File: src/hdl/hcd_pkg.sv
// ----------------------------------------------------------------------------
// hcd_pkg
// Shared types, codes and helpers for the HTTP chunked transfer decoder.
// ----------------------------------------------------------------------------
`default_nettype none

package hcd_pkg;

    localparam int SIZE_BITS_DEF  = 32;
    localparam int COUNT_BITS_DEF = 32;

    localparam int CAP_W    = 32;
    localparam int REPORT_W = 32;

    localparam logic [7:0] CH_CR   = 8'h0D;
    localparam logic [7:0] CH_LF   = 8'h0A;
    localparam logic [7:0] CH_SEMI = 8'h3B;
    localparam logic [7:0] CH_SP   = 8'h20;
    localparam logic [7:0] CH_TAB  = 8'h09;

    localparam logic [4:0] HEX_NONE = 5'd16;

    localparam logic OP_BYTE = 1'b0;
    localparam logic OP_END  = 1'b1;

    localparam logic KIND_PAYLOAD = 1'b0;
    localparam logic KIND_SUMMARY = 1'b1;

    typedef enum logic [2:0] {
        PH_START = 3'd0,
        PH_HDR   = 3'd1,
        PH_PAY   = 3'd2,
        PH_TCR   = 3'd3,
        PH_TLF   = 3'd4,
        PH_FCR   = 3'd5,
        PH_FLF   = 3'd6,
        PH_STOP  = 3'd7
    } t_phase;

    typedef enum logic [1:0] {
        ST_CLEAN      = 2'd0,
        ST_FINAL      = 2'd1,
        ST_INCOMPLETE = 2'd2,
        ST_INVALID    = 2'd3
    } t_status;

    typedef struct packed {
        logic digit;
        logic fault;
        logic ext;
        logic cr;
        logic over;
    } t_flags;

    typedef struct packed {
        logic [REPORT_W-1:0] out_count;
        logic [REPORT_W-1:0] in_count;
        t_status             status;
        logic [7:0]          payload_byte;
        logic                kind;
    } t_result;

    // Returns the value of an ASCII hex digit, or HEX_NONE for anything else.
    function automatic logic [4:0] hex_value(input logic [7:0] b);
        logic [4:0] v;
        begin
            v = HEX_NONE;
            if (b >= 8'h30 && b <= 8'h39) begin
                v = 5'(b - 8'h30);
            end else if (b >= 8'h61 && b <= 8'h66) begin
                v = 5'(b - 8'h57);
            end else if (b >= 8'h41 && b <= 8'h46) begin
                v = 5'(b - 8'h37);
            end
            return v;
        end
    endfunction

endpackage

`default_nettype wire

File: src/hdl/http_chunked_decoder.sv
// ----------------------------------------------------------------------------
// http_chunked_decoder
// Streaming decoder for HTTP chunked transfer coding, one byte per transfer.
// ----------------------------------------------------------------------------
// The decoder accepts one input transfer per clock while s_axis_tready is high,
// and produces at most one result per input: a payload byte, or a summary at
// the end-of-buffer marker. Each input is fully handled by the parser in the
// cycle it is accepted, and its result is registered in the output stage. The
// output stage is a register with one skid entry; s_axis_tready drops only while
// that entry is occupied, so the sustained rate is one byte per clock whenever
// the sink keeps up. There is no clearing pass after reset. The capacity register
// may be written only while the decoder is idle.
`default_nettype none

module http_chunked_decoder #(
    parameter int SIZE_BITS  = hcd_pkg::SIZE_BITS_DEF,
    parameter int COUNT_BITS = hcd_pkg::COUNT_BITS_DEF
) (
    input  wire logic                       i_clk,
    input  wire logic                       i_rst_n,
    input  wire logic                       i_cfg_we,
    input  wire logic [hcd_pkg::CAP_W-1:0]  i_cfg_data,    // payload capacity
    input  wire logic                       s_axis_tvalid,
    output logic                            s_axis_tready,
    input  wire logic [7:0]                 s_axis_tdata,  // [7:0] byte_value
    input  wire logic                       s_axis_tuser,  // [0] op
    output logic                            m_axis_tvalid,
    input  wire logic                       m_axis_tready,
    // [7:0] payload_byte, [9:8] status, [41:10] in_count,
    // [73:42] out_count, [79:74] zero
    output logic [79:0]                     m_axis_tdata,
    output logic                            m_axis_tuser   // [0] kind
);
    import hcd_pkg::*;

    logic    in_accept;
    logic    res_valid;
    t_result res;
    t_result out_res;

    assign in_accept = s_axis_tvalid && s_axis_tready;

    hcd_core #(
        .SIZE_BITS  (SIZE_BITS),
        .COUNT_BITS (COUNT_BITS)
    ) u_core (
        .i_clk      (i_clk),
        .i_rst_n    (i_rst_n),
        .i_cfg_we   (i_cfg_we),
        .i_cfg_data (i_cfg_data),
        .i_valid    (in_accept),
        .i_op       (s_axis_tuser),
        .i_byte     (s_axis_tdata),
        .o_valid    (res_valid),
        .o_result   (res)
    );

    hcd_skid u_skid (
        .i_clk   (i_clk),
        .i_rst_n (i_rst_n),
        .i_valid (res_valid),
        .i_data  (res),
        .o_ready (s_axis_tready),
        .o_valid (m_axis_tvalid),
        .o_data  (out_res),
        .i_ready (m_axis_tready)
    );

    assign m_axis_tdata = {6'd0, out_res.out_count, out_res.in_count,
                           out_res.status, out_res.payload_byte};
    assign m_axis_tuser = out_res.kind;

endmodule

`default_nettype wire

File: src/hdl/hcd_core.sv
// ----------------------------------------------------------------------------
// hcd_core
// Chunk parser: header, payload and trailer tracking with committed counts.
// ----------------------------------------------------------------------------
`default_nettype none

module hcd_core #(
    parameter int SIZE_BITS  = hcd_pkg::SIZE_BITS_DEF,
    parameter int COUNT_BITS = hcd_pkg::COUNT_BITS_DEF
) (
    input  wire logic                       i_clk,
    input  wire logic                       i_rst_n,
    input  wire logic                       i_cfg_we,
    input  wire logic [hcd_pkg::CAP_W-1:0]  i_cfg_data,
    input  wire logic                       i_valid,
    input  wire logic                       i_op,
    input  wire logic [7:0]                 i_byte,
    output logic                            o_valid,
    output hcd_pkg::t_result                o_result
);
    import hcd_pkg::*;

    localparam int SUM_W = ((COUNT_BITS > SIZE_BITS) ? COUNT_BITS : SIZE_BITS) + 1;
    localparam logic [COUNT_BITS-1:0] CNT_MAX = {COUNT_BITS{1'b1}};

    logic [CAP_W-1:0]      r_capacity;
    t_phase                r_phase,    n_phase;
    logic [SIZE_BITS-1:0]  r_chunk_len, n_chunk_len;
    logic [SIZE_BITS-1:0]  r_left,     n_left;
    logic [COUNT_BITS-1:0] r_position, n_position;
    logic [COUNT_BITS-1:0] r_consumed, n_consumed;
    logic [COUNT_BITS-1:0] r_decoded,  n_decoded;
    t_flags                r_flags,    n_flags;
    t_status               r_stop,     n_stop;

    logic                  step;
    logic                  end_item;
    logic [COUNT_BITS-1:0] pos_inc;
    logic [SIZE_BITS-1:0]  h_len;
    t_flags                h_fl;
    logic                  h_done;
    logic [4:0]            digit;
    logic [SIZE_BITS-1:0]  sum_len;
    logic [SUM_W-1:0]      sum;
    logic                  fits;
    logic [COUNT_BITS-1:0] sat_sum;
    logic                  tlf_bad;
    t_status               end_status;
    logic [COUNT_BITS+REPORT_W-1:0] consumed_ext;
    logic [COUNT_BITS+REPORT_W-1:0] decoded_ext;

    assign step     = i_valid && (i_op == OP_BYTE) && (r_phase != PH_STOP);
    assign end_item = i_valid && (i_op == OP_END);
    assign pos_inc  = (&r_position) ? r_position : r_position + 1'b1;
    assign digit    = hex_value(i_byte);
    assign tlf_bad  = r_flags.over || r_flags.fault || (i_byte != CH_LF);

    // One header character. A header start drops what the last chunk left behind.
    always_comb begin
        h_len  = (r_phase == PH_START) ? '0 : r_chunk_len;
        h_fl   = (r_phase == PH_START) ? '0 : r_flags;
        h_done = 1'b0;
        if (h_fl.cr) begin
            h_fl.cr = 1'b0;
            if (i_byte == CH_LF) begin
                h_done = 1'b1;
            end else if (!h_fl.ext) begin
                h_fl.fault = 1'b1;
            end
        end
        if (!h_done) begin
            if (i_byte == CH_CR) begin
                h_fl.cr = 1'b1;
            end else if (!(h_fl.fault || h_fl.ext)) begin
                if (i_byte == CH_SEMI || i_byte == CH_SP || i_byte == CH_TAB) begin
                    h_fl.ext = 1'b1;
                end else if (digit == HEX_NONE || h_len[SIZE_BITS-1 -: 4] != 4'd0) begin
                    // A nonzero top nibble means one more digit would overflow.
                    h_fl.fault = 1'b1;
                end else begin
                    h_len      = {h_len[SIZE_BITS-5:0], digit[3:0]};
                    h_fl.digit = 1'b1;
                end
            end
        end
    end

    // One adder serves the capacity check and the commit of decoded bytes.
    assign sum_len = (r_phase == PH_TLF) ? r_chunk_len : h_len;
    assign sum     = SUM_W'(r_decoded) + SUM_W'(sum_len);
    assign fits    = (sum <= SUM_W'(r_capacity));
    assign sat_sum = (sum > SUM_W'(CNT_MAX)) ? CNT_MAX : sum[COUNT_BITS-1:0];

    // Next phase.
    always_comb begin
        n_phase = r_phase;
        if (end_item) begin
            n_phase = PH_START;
        end else if (step) begin
            unique case (r_phase)
                PH_START, PH_HDR: begin
                    if (!h_done) begin
                        n_phase = PH_HDR;
                    end else if (h_fl.fault || !h_fl.digit) begin
                        n_phase = PH_STOP;
                    end else if (h_len == '0) begin
                        n_phase = PH_FCR;
                    end else begin
                        n_phase = PH_PAY;
                    end
                end
                PH_PAY:  n_phase = (r_left == SIZE_BITS'(1)) ? PH_TCR : PH_PAY;
                PH_TCR:  n_phase = PH_TLF;
                PH_TLF:  n_phase = tlf_bad ? PH_STOP : PH_START;
                PH_FCR:  n_phase = (i_byte == CH_CR) ? PH_FLF : PH_STOP;
                PH_FLF:  n_phase = PH_STOP;
                default: n_phase = PH_STOP;
            endcase
        end
    end

    // Datapath registers.
    always_comb begin
        n_chunk_len = r_chunk_len;
        n_left      = r_left;
        n_position  = r_position;
        n_consumed  = r_consumed;
        n_decoded   = r_decoded;
        n_flags     = r_flags;
        n_stop      = r_stop;
        if (end_item) begin
            n_chunk_len = '0;
            n_left      = '0;
            n_position  = '0;
            n_consumed  = '0;
            n_decoded   = '0;
            n_flags     = '0;
            n_stop      = ST_CLEAN;
        end else if (step) begin
            n_position = pos_inc;
            case (r_phase)
                PH_START, PH_HDR: begin
                    n_chunk_len = h_len;
                    n_flags     = h_fl;
                    if (h_done) begin
                        if (h_fl.fault || !h_fl.digit) begin
                            n_stop = ST_INVALID;
                        end else if (h_len == '0) begin
                            n_consumed = pos_inc;
                            n_stop     = ST_FINAL;
                        end else begin
                            n_flags      = '0;
                            n_flags.over = !fits;
                            n_left       = h_len;
                        end
                    end
                end
                PH_PAY: n_left = r_left - 1'b1;
                PH_TCR: begin
                    if (i_byte != CH_CR) begin
                        n_flags.fault = 1'b1;
                    end
                end
                PH_TLF: begin
                    if (tlf_bad) begin
                        n_flags.fault = r_flags.fault || (i_byte != CH_LF);
                        n_stop        = ST_INVALID;
                    end else begin
                        n_decoded   = sat_sum;
                        n_consumed  = pos_inc;
                        n_flags     = '0;
                        n_chunk_len = '0;
                    end
                end
                PH_FLF: begin
                    if (i_byte == CH_LF) begin
                        n_consumed = pos_inc;
                    end
                end
                default: ;
            endcase
        end
    end

    always_comb begin
        if (r_phase == PH_STOP || r_phase == PH_FCR || r_phase == PH_FLF) begin
            end_status = r_stop;
        end else if (r_phase == PH_START) begin
            end_status = ST_CLEAN;
        end else begin
            end_status = ST_INCOMPLETE;
        end
    end

    assign consumed_ext = {{REPORT_W{1'b0}}, r_consumed};
    assign decoded_ext  = {{REPORT_W{1'b0}}, r_decoded};

    // Result toward the output stage.
    always_comb begin
        o_valid  = 1'b0;
        o_result = '0;
        if (end_item) begin
            o_valid            = 1'b1;
            o_result.kind      = KIND_SUMMARY;
            o_result.status    = end_status;
            o_result.in_count  = consumed_ext[REPORT_W-1:0];
            o_result.out_count = decoded_ext[REPORT_W-1:0];
        end else if (step && r_phase == PH_PAY && !r_flags.over) begin
            o_valid               = 1'b1;
            o_result.kind         = KIND_PAYLOAD;
            o_result.payload_byte = i_byte;
        end
    end

    always_ff @(posedge i_clk) begin
        if (!i_rst_n) begin
            r_capacity  <= {CAP_W{1'b1}};
            r_phase     <= PH_START;
            r_chunk_len <= '0;
            r_left      <= '0;
            r_position  <= '0;
            r_consumed  <= '0;
            r_decoded   <= '0;
            r_flags     <= '0;
            r_stop      <= ST_CLEAN;
        end else begin
            if (i_cfg_we) begin
                r_capacity <= i_cfg_data;
            end
            r_phase     <= n_phase;
            r_chunk_len <= n_chunk_len;
            r_left      <= n_left;
            r_position  <= n_position;
            r_consumed  <= n_consumed;
            r_decoded   <= n_decoded;
            r_flags     <= n_flags;
            r_stop      <= n_stop;
        end
    end

`ifndef ASSERT_OFF
    a_pay_left: assert property (@(posedge i_clk) disable iff (!i_rst_n)
        (r_phase == PH_PAY) |-> (r_left != '0))
        else $error("payload phase with no bytes left");

    a_final_code: assert property (@(posedge i_clk) disable iff (!i_rst_n)
        (r_phase == PH_FCR || r_phase == PH_FLF) |-> (r_stop == ST_FINAL))
        else $error("final trailer phase without final status");

    a_commit_order: assert property (@(posedge i_clk) disable iff (!i_rst_n)
        r_consumed <= r_position)
        else $error("committed count ahead of position");
`endif

endmodule

`default_nettype wire

File: src/hdl/hcd_skid.sv
// ----------------------------------------------------------------------------
// hcd_skid
// Output register with one skid entry, so the input-side ready never depends
// combinationally on the output-side ready.
// ----------------------------------------------------------------------------
`default_nettype none

module hcd_skid (
    input  wire logic             i_clk,
    input  wire logic             i_rst_n,
    input  wire logic             i_valid,
    input  hcd_pkg::t_result      i_data,
    output logic                  o_ready,
    output logic                  o_valid,
    output hcd_pkg::t_result      o_data,
    input  wire logic             i_ready
);
    import hcd_pkg::*;

    logic    r_out_valid;
    logic    r_skid_valid;
    t_result r_out;
    t_result r_skid;
    logic    out_take;

    assign out_take = r_out_valid && i_ready;
    assign o_ready  = !r_skid_valid;
    assign o_valid  = r_out_valid;
    assign o_data   = r_out;

    always_ff @(posedge i_clk) begin
        if (!i_rst_n) begin
            r_out_valid  <= 1'b0;
            r_skid_valid <= 1'b0;
        end else begin
            if (i_valid) begin
                // New results only arrive while the skid entry is free.
                if (!r_out_valid || out_take) begin
                    r_out_valid <= 1'b1;
                end else begin
                    r_skid_valid <= 1'b1;
                end
            end else if (out_take) begin
                r_out_valid  <= r_skid_valid;
                r_skid_valid <= 1'b0;
            end
        end
    end

    always_ff @(posedge i_clk) begin
        if (i_valid) begin
            if (!r_out_valid || out_take) begin
                r_out <= i_data;
            end else begin
                r_skid <= i_data;
            end
        end else if (out_take && r_skid_valid) begin
            r_out <= r_skid;
        end
    end

`ifndef ASSERT_OFF
    a_skid_behind_out: assert property (@(posedge i_clk) disable iff (!i_rst_n)
        r_skid_valid |-> r_out_valid)
        else $error("skid entry held without an output entry");

    a_skid_holds: assert property (@(posedge i_clk) disable iff (!i_rst_n)
        (r_skid_valid && !i_ready) |=> (r_skid_valid && $stable(r_skid)))
        else $error("skid entry lost or changed while stalled");

    a_no_overrun: assert property (@(posedge i_clk) disable iff (!i_rst_n)
        i_valid |-> !r_skid_valid)
        else $error("result arrived with the skid entry full");
`endif

endmodule

`default_nettype wire

File: config.mk
export PLATFORM = sky130hd
export DESIGN_NAME = http_chunked_decoder
export DESIGN_NICKNAME = d
export VERILOG_FILES = /design/src/hdl/hcd_pkg.sv /design/src/hdl/http_chunked_decoder.sv /design/src/hdl/hcd_core.sv /design/src/hdl/hcd_skid.sv
export SDC_FILE = /design/constraint.sdc
export NUM_CORES = 1
export LEC_CHECK = 0
export ABC_AREA = 1
export BUFFER_PORTS_ARGS = -buffer_cell sky130_fd_sc_hd__buf_2
export CORE_MARGIN = 10
export CORE_UTILIZATION = 61
export DETAILED_ROUTE_END_ITERATION = 7
export PLACE_DENSITY_LB_ADDON = 0.25
export SLEW_MARGIN = 30
export SYNTH_ARGS = -nofsm -noshare
export SYNTH_HDL_FRONTEND = slang
export SYNTH_SLANG_ARGS = --single-unit
File: constraint.sdc
create_clock -name i_clk -period 9.8 [get_ports i_clk]
set_input_delay 1.96 -clock i_clk [delete_from_list [all_inputs] [get_ports i_clk]]
set_output_delay 1.96 -clock i_clk [all_outputs]
set_load 0.01 [all_outputs]
# After elaboration in Yosys (flattened, before gate mapping)

Index checks and enable logic that the tools add are counted.

Add/subtract/negate cells: 6
Multiply operators: 0
Divide/modulo/power cells: 0
$lt $le $gt $ge: 8
Equality and inequality tests: 28
Shift-type cells: 0
Multiplexer cells: 77
Bitwise operators: 4
Reduce and logical (&&, ||, !) cells: 49

Operator list:

| operator                                                                             | number |
|---|---|
| 32-bit two-way mux                                                                   | 18 |
| 75-bit two-way mux                                                                   | 3 |
| 32-bit case mux with 2 select lines                                                  | 2 |
| 32-bit case mux with 3 select lines                                                  | 1 |
| 66-bit two-way mux                                                                   | 1 |
| 5-bit two-way mux                                                                    | 7 |
| 32-bit by 32-bit adder with 33-bit output                                            | 1 |
| 33-bit by 32-bit greater-than comparator with 1-bit output (second input constant)   | 1 |
| 33-bit by 32-bit less-or-equal comparator with 1-bit output                          | 1 |
| 32-bit by 1-bit adder with 32-bit output (second input constant)                     | 1 |
| 32-bit by 1-bit == test with 1-bit output (second input constant)                    | 1 |
| 32-bit zero test                                                                     | 1 |
| 32-bit AND reduction                                                                 | 1 |
| 32-bit by 1-bit subtractor with 32-bit output (second input constant)                | 1 |
| 8-bit by 4-bit == test with 1-bit output (second input constant)                     | 3 |
| 1-bit two-way mux                                                                    | 23 |
| 3-bit two-way mux                                                                    | 7 |
| 8-bit by 6-bit == test with 1-bit output (second input constant)                     | 2 |
| 8-bit by 7-bit greater-or-equal comparator with 1-bit output (second input constant) | 2 |
| 8-bit by 7-bit less-or-equal comparator with 1-bit output (second input constant)    | 2 |
| 8-bit by 4-bit inequality test with 1-bit output (second input constant)             | 2 |
| 3-bit case mux with 5 select lines                                                   | 1 |
| 5-bit subtractor (second input constant)                                             | 3 |
| 2-bit two-way mux                                                                    | 7 |
| other kinds (30)                                                                     | 80 |

Register bits after elaboration: 354
Latch bits: 0
RAM bits: 0
ROM bits: 0
Memories: 0

# Depth between registers and ports, before layout

Gate-level depths: netlist (run 1).

Depth in word-level cells: 20
Gate-level depth with buffers: 51

# Cells and area by module

From an unflattened synthesis (run 1), not the netlist that was laid out.

Cell total of the unflattened synthesis: 2631
Area total of the unflattened synthesis: 19670.1 µm²

By module, submodules not included:

| module               | times used | cells an instance | area each (µm²) | seq. area each (µm²) |
|---|---|---|---|---|
| hcd_core             | 1          | 2213              | 14036.0         | 4043.9 |
| hcd_skid             | 1          | 409               | 5577.8          | 4544.4 |
| http_chunked_decoder | 1          | 9                 | 56.3            | 0.0 |

# Worst setup path after synthesis (run 1)

Ideal clock, no wire load.

Kind: input -> register
Start: input port s_axis_tvalid
End: register u_skid.r_skid[0] in the netlist's numbering (enable)
Setup time: 603 ps
Arrival: 7999 ps
Slack: 1198 ps
Cell stages on the path: 8
Path through: nand2_1 nor2_1 inv_1 a21oi_1 inv_1 nor3_1 nor2_1 nor3_1

Cells in the longest elaborated chain, start to end: 8
Elaborated cells on any way between the ends: 9
Those cells by class: mux: 2; reduce/logical: 7

Ends and longest elaborated chain:

| what                                   | line                       | text |
|---|---|---|
| start: declaration                     | http_chunked_decoder.sv:23 | `input wire logic s_axis_tvalid,` |
| 1-bit logical AND *                    | http_chunked_decoder.sv:41 | `assign in_accept = s_axis_tvalid && s_axis_tready;` |
| 1-bit logical AND (2 in series)        | hcd_core.sv:52             | `assign step = i_valid && (i_op == OP_BYTE) && (r_phase != PH_STOP);` |
| 1-bit logical AND (2 in series)        | hcd_core.sv:208            | `end else if (step && r_phase == PH_PAY && !r_flags.over) begin` |
| 1-bit two-way mux                      | hcd_core.sv:208            |  |
| 1-bit two-way mux *                    | hcd_core.sv:202            | `if (end_item) begin` |
| 2-bit AND reduction (no source line) * | --                         |  |
| end signal: assignment                 | hcd_skid.sv:55             | `r_skid <= i_data;` |
| end: declaration                       | hcd_skid.sv:23             | `t_result r_skid;` |

Every way passes the cells marked *; elsewhere a longest branch is shown, timed or not.
A chain may end at the register's enable or synchronous reset.

# Final worst setup path (run 1)

Start: input port s_axis_tdata[0]
End: register u_core.r_flags[0] in the netlist's numbering

Cells in the longest elaborated chain, start to end: 20
Elaborated cells on any way between the ends: 55
Those cells by class: add/sub: 4; order compare: 7; eq/ne: 8; mux: 23; reduce/logical: 13

Ends and longest elaborated chain:

| what                                                                                                                                             | line                       | text |
|---|---|---|
| start: declaration                                                                                                                               | http_chunked_decoder.sv:25 | `input wire logic [7:0] s_axis_tdata,` |
| 8-bit by 7-bit greater-or-equal comparator with 1-bit output / 8-bit by 7-bit less-or-equal comparator with 1-bit output (equally long branches) | hcd_pkg.sv:72              | `end else if (b >= 8'h41 && b <= 8'h46) begin` |
| 1-bit logical AND                                                                                                                                | hcd_pkg.sv:72              |  |
| 5-bit two-way mux                                                                                                                                | hcd_pkg.sv:72              |  |
| 5-bit two-way mux                                                                                                                                | hcd_pkg.sv:70              | `end else if (b >= 8'h61 && b <= 8'h66) begin` |
| 5-bit two-way mux                                                                                                                                | hcd_pkg.sv:68              | `if (b >= 8'h30 && b <= 8'h39) begin` |
| 5-bit == test                                                                                                                                    | hcd_core.sv:77             | `end else if (digit == HEX_NONE \|\| h_len[SIZE_BITS-1 -: 4] != 4'd0) begin` |
| 1-bit logical OR                                                                                                                                 | hcd_core.sv:77             |  |
| 32-bit two-way mux                                                                                                                               | hcd_core.sv:77             |  |
| [4 not listed]                                                                                                                                   | --                         |  |
| 32-bit two-way mux                                                                                                                               | hcd_core.sv:89             | `assign sum_len = (r_phase == PH_TLF) ? r_chunk_len : h_len;` |
| 32-bit by 32-bit adder with 33-bit output                                                                                                        | hcd_core.sv:90             | `assign sum = SUM_W'(r_decoded) + SUM_W'(sum_len);` |
| 33-bit by 32-bit less-or-equal comparator with 1-bit output                                                                                      | hcd_core.sv:91             | `assign fits = (sum <= SUM_W'(r_capacity));` |
| 1-bit zero test                                                                                                                                  | hcd_core.sv:153            | `n_flags.over = !fits;` |
| 5-bit two-way mux                                                                                                                                | hcd_core.sv:148            | `end else if (h_len == '0) begin` |
| 5-bit two-way mux                                                                                                                                | hcd_core.sv:146            | `if (h_fl.fault \|\| !h_fl.digit) begin` |
| 5-bit two-way mux                                                                                                                                | hcd_core.sv:145            | `if (h_done) begin` |
| 3-bit case mux with 2 select lines                                                                                                               | hcd_core.sv:141            | `case (r_phase)` |
| end signal: assignment                                                                                                                           | hcd_core.sv:236            | `r_flags <= n_flags;` |
| end: declaration                                                                                                                                 | hcd_core.sv:33             | `t_flags r_flags, n_flags;` |

Parallel ways exist; a longest one is shown, timed or not.

==> results.tsv, run 1 <==
stage	metric	value	unit
final_layout	final_cells	3052	
min_path	hp-class	reg -> reg	
placement	dp_hpwl	37.8	mm
clock_tree	cts_buffer_depth	3	
worst_setup_path	crit_slowest_cell	nand3_4	
power	netSwitchingFraction	26.8	%
global_routing	grt_max_degree	131	
drt	firstDrtPassIters	6	
clock_tree	clkLatencyLatePin	540	ps
run_status	status	finished clean	
synth	synth_flop_cell	dfxtp_1	
synth	synthArstFlopShare	0	%
timing	hold_violations	0	
placement	io_buffers	122	
global_routing	overflow	0	
synth	yosysSeqAreaShare	44.5	%
worst_setup_path	cpPeakStageDelay	480	ps
worst_setup_path	startpoint_type	primary input	
floorplan	die_x	198	um
clock_tree	post_cts_buffers	0	
timing	rsz0062_at_grt	false	
synth	synth_area	19300	sq um
placement	gp_congestion	0.983	
synth	synth_cell_types	62	
global_routing	antenna_found_initial	0	
placement	dp_cells	2983	
timing	maxSlewViolCount	0	
clock_tree	numCtsBuffers	38	
power	combPwrFrac	12.5	%
final_layout	drive_gt1_share	8.87	%
floorplan	coreArea	31400	sq um
final_layout	final_nets	2740	
timing	setup_ws	1360	ps
clock_tree	clock-sinks	354	
drt	wirelength	51.8	mm
timing	max_freq	0.119	GHz
power	p_leak	9.16	nW
synth	ys.warnings.count	0	
final_layout	fin_util	67.9	%
timing	slew_headroom	42.1	%
global_routing	grt_pass1_vias	15678	
worst_setup_path	end_kind	flip-flop	
drt	wl_per_cell	17.0	um
clock_tree	cts_resized	0	
synth	synthCells	2552	
worst_setup_path	critPathRequiredTime	10260	ps
floorplan	die_h	198	um
power	p_clk_share	41.1	%
drt	routed_via_density	5.66	
clock_tree	clkTransAtPathRegs	70	ps
timing	tns	0	ps
clock_tree	hold_buffers	0	
floorplan	io_pins	129	
run	maxCapViolCount	0	
power	p_per_area	163	nW/um^2
timing	worstMarginPinSlew	869	ps
power	p_switching	931	uW
synth	ys_ff_latch	354	
worst_setup_path	crit_type	in -> reg	
power	power.total	3.47	mW
floorplan	die-area	39200	sq um
final_layout	diodes	0	
clock_tree	cts_tree	built	
drt	drtIter0Drc	1697	
worst_setup_path	cpMostUsedCell	nand2_1	
timing	period_minus_slack	8440	ps
worst_setup_path	cp_max_fo	49	
placement	post-place-ws	1010	ps
timing	post-route-period-util	86.1	%
power	ir_worst_vdd	0.119	mV
final_layout	syn_to_final_growth	10.4	%
global_routing	grt_pass1_wl	82.3	mm
drt	antenna_left	0	
worst_setup_path	arrival	8900	ps
placement	post_dp_cell_area	20100	sq um
clock_tree	cts_root_buf	clkbuf_16	
drt	via_count	17279	
drt	drcViolationCount	0	
synth	synth_edf_count	150	
timing	setup_viol	0	
timing	hold_slack	438	ps
worst_setup_path	rrSetupSlack	2380	ps
final_layout	design_area	21300	sq um
clock_tree	htree_levels	2	
global_routing	track_usage	25.8	%
synth	syn_avg_cell_area	7.57	sq um
floorplan	rows	65	
floorplan	start_util	61.5	%
power	seq_power_share	46.4	%
timing	fin_skew	15.3	ps
power	p_int	2.54	mW
per-layer routing:
layer	GRT usage, %	part of all wire [%]
met5	0	0
met4	5.38	1.6
met3	4.40	8.5
met2	39.3	44
met1	37.5	46
power by group through the flow:
stage	clock, mW	combinational [mW]	sequential, mW
after detailed placement	0	0.424	1.64
after floorplan	0	0.291	1.65
final	1.43	0.434	1.61
after global routing	1.51	0.484	1.62
after global placement	0	0.413	1.64
after CTS	1.45	0.427	1.61
layout make-up:
| type | count | area (sq um) |
|---|---|---|
| Fill cell | 2640 | 10100 |
| Multi-Input combinational cell | 1724 | 8860 |
| Sequential cell | 354 | 8590 |
| Inverter | 365 | 1380 |
| Clock buffer | 52 | 1030 |
| Timing Repair Buffer | 138 | 762 |
| Tap cell | 402 | 503 |
| Clock inverter | 17 | 209 |
synth_stat cells, drive strengths merged, types with 3 or more instances:
cell | n | area share [%]
o21bai | 6 | 0.23
o21ai | 324 | 8.4
o31ai | 3 | 0.12
xnor2 | 5 | 0.23
a211oi | 4 | 0.16
ha | 72 | 4.7
o211ai | 5 | 0.22
nand2 | 488 | 9.7
nor4 | 13 | 0.42
dfxtp | 204 | 21
o21a | 3 | 0.12
a31oi | 8 | 0.26
xor2 | 59 | 2.7
buf | 35 | 1.4
a21boi | 4 | 0.16
clkbuf | 79 | 1.5
nor2 | 301 | 6.0
nor3 | 38 | 1.1
a21o | 6 | 0.23
nand4 | 50 | 1.6
inv | 363 | 7.1
a22oi | 4 | 0.16
edfxtp | 150 | 23
a21oi | 235 | 6.2
nand3 | 72 | 2.0
critical path, delay by kind of cell:
kind            cells  cell delay (ps)
compound gates     12             2550
simple gates       19             2930
xor+xnor            1              220
buf+inv             4              460
fa+ha+maj           3              760
state kept, by name, summed over array words and instances (netlist names):
signal and cells:
u_core.r_chunk_len 32, u_core.r_left 32, u_skid.o_data 75, u_core.r_capacity 32, u_core.r_flags 5, u_core.r_consumed 32
u_skid.r_skid_valid 1, u_core.r_stop 2, u_core.r_phase 3, u_core.r_position 32, u_core.r_decoded 32, u_skid.o_valid 1
u_skid.r_skid 75
final timing paths:
| kind | startpoint | end | cells past startpoint |
|---|---|---|---|
| setup / recovery | s_axis_tdata[0] | u_core.r_flags[0]$_SDFFE_PP0P_ | 39 |
| setup reg to reg | u_core.r_phase[2]$_SDFFE_PP0P_ | u_core.r_flags[0]$_SDFFE_PP0P_ | 40 |
| hold / removal | u_core.r_stop[1]$_SDFFE_PP0P_ | u_core.r_stop[1]$_SDFFE_PP0P_ | 2 |
| hold reg to reg | u_core.r_stop[1]$_SDFFE_PP0P_ | u_core.r_stop[1]$_SDFFE_PP0P_ | 2 |
kinds of logic (layout without fill, tap and decap cells):
logic type      after synthesis  in the layout  share of synthesized area (%)
compound gates              612            612                           16.7
other cells                   1              6                         0.0194
buf+inv                     479            572                           10.0
xor+xnor                     64             64                           2.90
fa+ha+maj                    73             73                           4.77
simple gates                969            969                           21.1
flops                       354            354                           44.5
cell usage in the layout, fill, tap and decap left out, types with 28 or more instances in the layout:
cell type  count
a21oi_1      227
buf_2        122
clkbuf_16     38
dfxtp_1      204
edfxtp_1     150
ha_1          72
inv_1        355
nand2_1      480
nand3_1       69
nand4_1       50
nor2_1       293
nor3_1        33
o21ai_0      296
o21ai_1       28
xor2_1        59
Power figures use the tool's default switching activity.
==> inputs of run 2 (changes only) <==
--- a/config.mk
+++ b/config.mk
@@ -7,6 +7,7 @@
 export LEC_CHECK = 0
 export ABC_AREA = 1
 export BUFFER_PORTS_ARGS = -buffer_cell sky130_fd_sc_hd__buf_2
+export CORE_ASPECT_RATIO = 1.2
 export CORE_MARGIN = 10
 export CORE_UTILIZATION = 61
 export DETAILED_ROUTE_END_ITERATION = 7
==> results.tsv, run 2 (synthesis results as in run 1) <==
stage	metric	value	unit	change
clock_tree	post_cts_buffers	0		unchanged
run_status	status	finished clean		unchanged
timing	max_freq	0.118	GHz	was 0.119 GHz
timing	setup_viol	0		unchanged
floorplan	die-area	39200	sq um	about the same
global_routing	overflow	0		unchanged
final_layout	diodes	0		unchanged
worst_setup_path	end_kind	flip-flop		unchanged
worst_setup_path	cpPeakStageDelay	470	ps	was 480 ps
power	ir_worst_vdd	0.148	mV	was 0.119 mV
timing	period_minus_slack	8450	ps	was 8440 ps
drt	wirelength	53.8	mm	was 51.8 mm
timing	worstMarginPinSlew	938	ps	was 869 ps
worst_setup_path	critPathRequiredTime	10270	ps	was 10,260 ps
placement	gp_congestion	0.957		was 0.983
placement	dp_hpwl	39.4	mm	was 37.8 mm
final_layout	n_fill_cell	2593		was 2,640
timing	post-route-period-util	86.2	%	was 86.1%
final_layout	layout_commonest_cell	nand2_1		unchanged
clock_tree	htree_levels	2		unchanged
drt	via_count	17524		was 17,279
worst_setup_path	cpMostUsedCell	nand2_1		unchanged
timing	tns	0	ps	unchanged
final_layout	drive_gt1_share	9.08	%	was 8.87%
placement	dp_cells	2986		was 2,983
drt	routed_via_density	5.74		was 5.66
floorplan	start_util	61.8	%	was 61.5%
placement	post_dp_cell_area	20100	sq um	about the same
worst_setup_path	arrival	8920	ps	was 8900 ps
clock_tree	clkLatencyLatePin	550	ps	was 540 ps
power	p_leak	9.19	nW	was 9.16 nW
worst_setup_path	crit_type	in -> reg		unchanged
final_layout	layout.area.seq	8590	sq um	unchanged
global_routing	grt_pass1_vias	16252		was 15,678
floorplan	io_pins	129		unchanged
clock_tree	cts_buffer_depth	3		unchanged
floorplan	die_x	182	um	was 198 um
clock_tree	hold_buffers	0		unchanged
clock_tree	clkTransAtPathRegs	60	ps	was 70 ps
timing	maxSlewViolCount	0		unchanged
worst_setup_path	cp_max_fo	49		unchanged
final_layout	layout_common_cells	nand2_1, inv_1, o21ai_0, nor2_1, a21oi_1		unchanged
min_path	hp-class	reg -> reg		unchanged
timing	rsz0062_at_grt	false		unchanged
global_routing	track_usage	26.5	%	was 25.8%
timing	hold_slack	444	ps	was 438 ps
final_layout	multi_input_area	8850	sq um	was 8860 sq um
timing	hold_violations	0		unchanged
worst_setup_path	cp_top_family	simple AND/OR/NAND/NOR gates		unchanged
timing	slew_headroom	36.8	%	was 42.1%
floorplan	die_h	215	um	was 198 um
floorplan	coreArea	31300	sq um	was 31,400 sq um
worst_setup_path	cp.buffers_inverters	5		was 4
worst_setup_path	rrSetupSlack	2330	ps	was 2380 ps
final_layout	syn_to_final_growth	10.4	%	about the same
global_routing	antenna_found_initial	0		unchanged
placement	post-place-ws	868	ps	was 1010 ps
drt	drcViolationCount	0		unchanged
power	power.total	3.43	mW	was 3.47 mW
run	maxCapViolCount	0		unchanged
placement	io_buffers	122		unchanged
global_routing	grt_max_degree	78		was 131
final_layout	final_nets	2744		was 2,740
drt	firstDrtPassIters	7		was 6
final_layout	fin_util	68.2	%	was 67.9%
final_layout	design_area	21300	sq um	about the same
clock_tree	numCtsBuffers	38		unchanged
timing	setup_ws	1350	ps	was 1360 ps
floorplan	rows	71		was 65
drt	antenna_left	0		unchanged
global_routing	grt_pass1_wl	85.8	mm	was 82.3 mm
clock_tree	clock-sinks	354		unchanged
final_layout	final_cells	3055		was 3,052
clock_tree	cts_root_buf	clkbuf_16		unchanged
drt	drtIter0Drc	1829		was 1,697
timing	fin_skew	17.2	ps	was 15.3 ps
power	p_per_area	161	nW/um^2	was 163 nW/um^2
clock_tree	cts_resized	0		unchanged
worst_setup_path	crit_slowest_cell	nand3_4		unchanged
drt	wl_per_cell	17.6	um	was 17.0 um
clock_tree	cts_tree	built		unchanged
worst_setup_path	startpoint_type	primary input		unchanged
run 2: metal layers:
| layer | wire length [um] | global-route usage, % |
|---|---|---|
| met4 | 1050 | 6.30 |
| met5 | 0 | 0 |
| met1 | 23200 | 36.6 |
| met2 | 24900 | 42.8 |
| met3 | 4640 | 4.37 |
run 2: cell type report:
| class | instances | share of cell area (%) |
|---|---|---|
| clock buffer | 54 | 4.98 |
| inverter | 365 | 6.45 |
| timing repair buffer | 142 | 3.87 |
| clock inverter | 15 | 0.569 |
| multi-input combinational | 1724 | 41.5 |
| tap | 401 | 2.35 |
| sequential | 354 | 40.3 |
run 2: path summary, 6_finish.rpt:
kind,start,to,cells after the start
hold reg to reg,u_core.r_stop[1]$_SDFFE_PP0P_,u_core.r_stop[1]$_SDFFE_PP0P_,2
hold / removal,u_core.r_stop[1]$_SDFFE_PP0P_,u_core.r_stop[1]$_SDFFE_PP0P_,2
setup reg to reg,u_core.r_phase[2]$_SDFFE_PP0P_,u_core.r_flags[0]$_SDFFE_PP0P_,39
setup / recovery,s_axis_tdata[0],u_core.r_flags[0]$_SDFFE_PP0P_,38
run 2: power breakdown:
part	internal, mW	switching (mW)	leakage, nW	total [mW]
Combinational	0.128	0.312	5.66	0.440
Sequential	1.59	0.0239	2.95	1.61
Clock	0.766	0.610	0.586	1.38
run 2: worst min-delay path, stage by stage (launching register included):
cell,delay (ps)
dfxtp_1,310
inv_1,50
a21oi_1,50
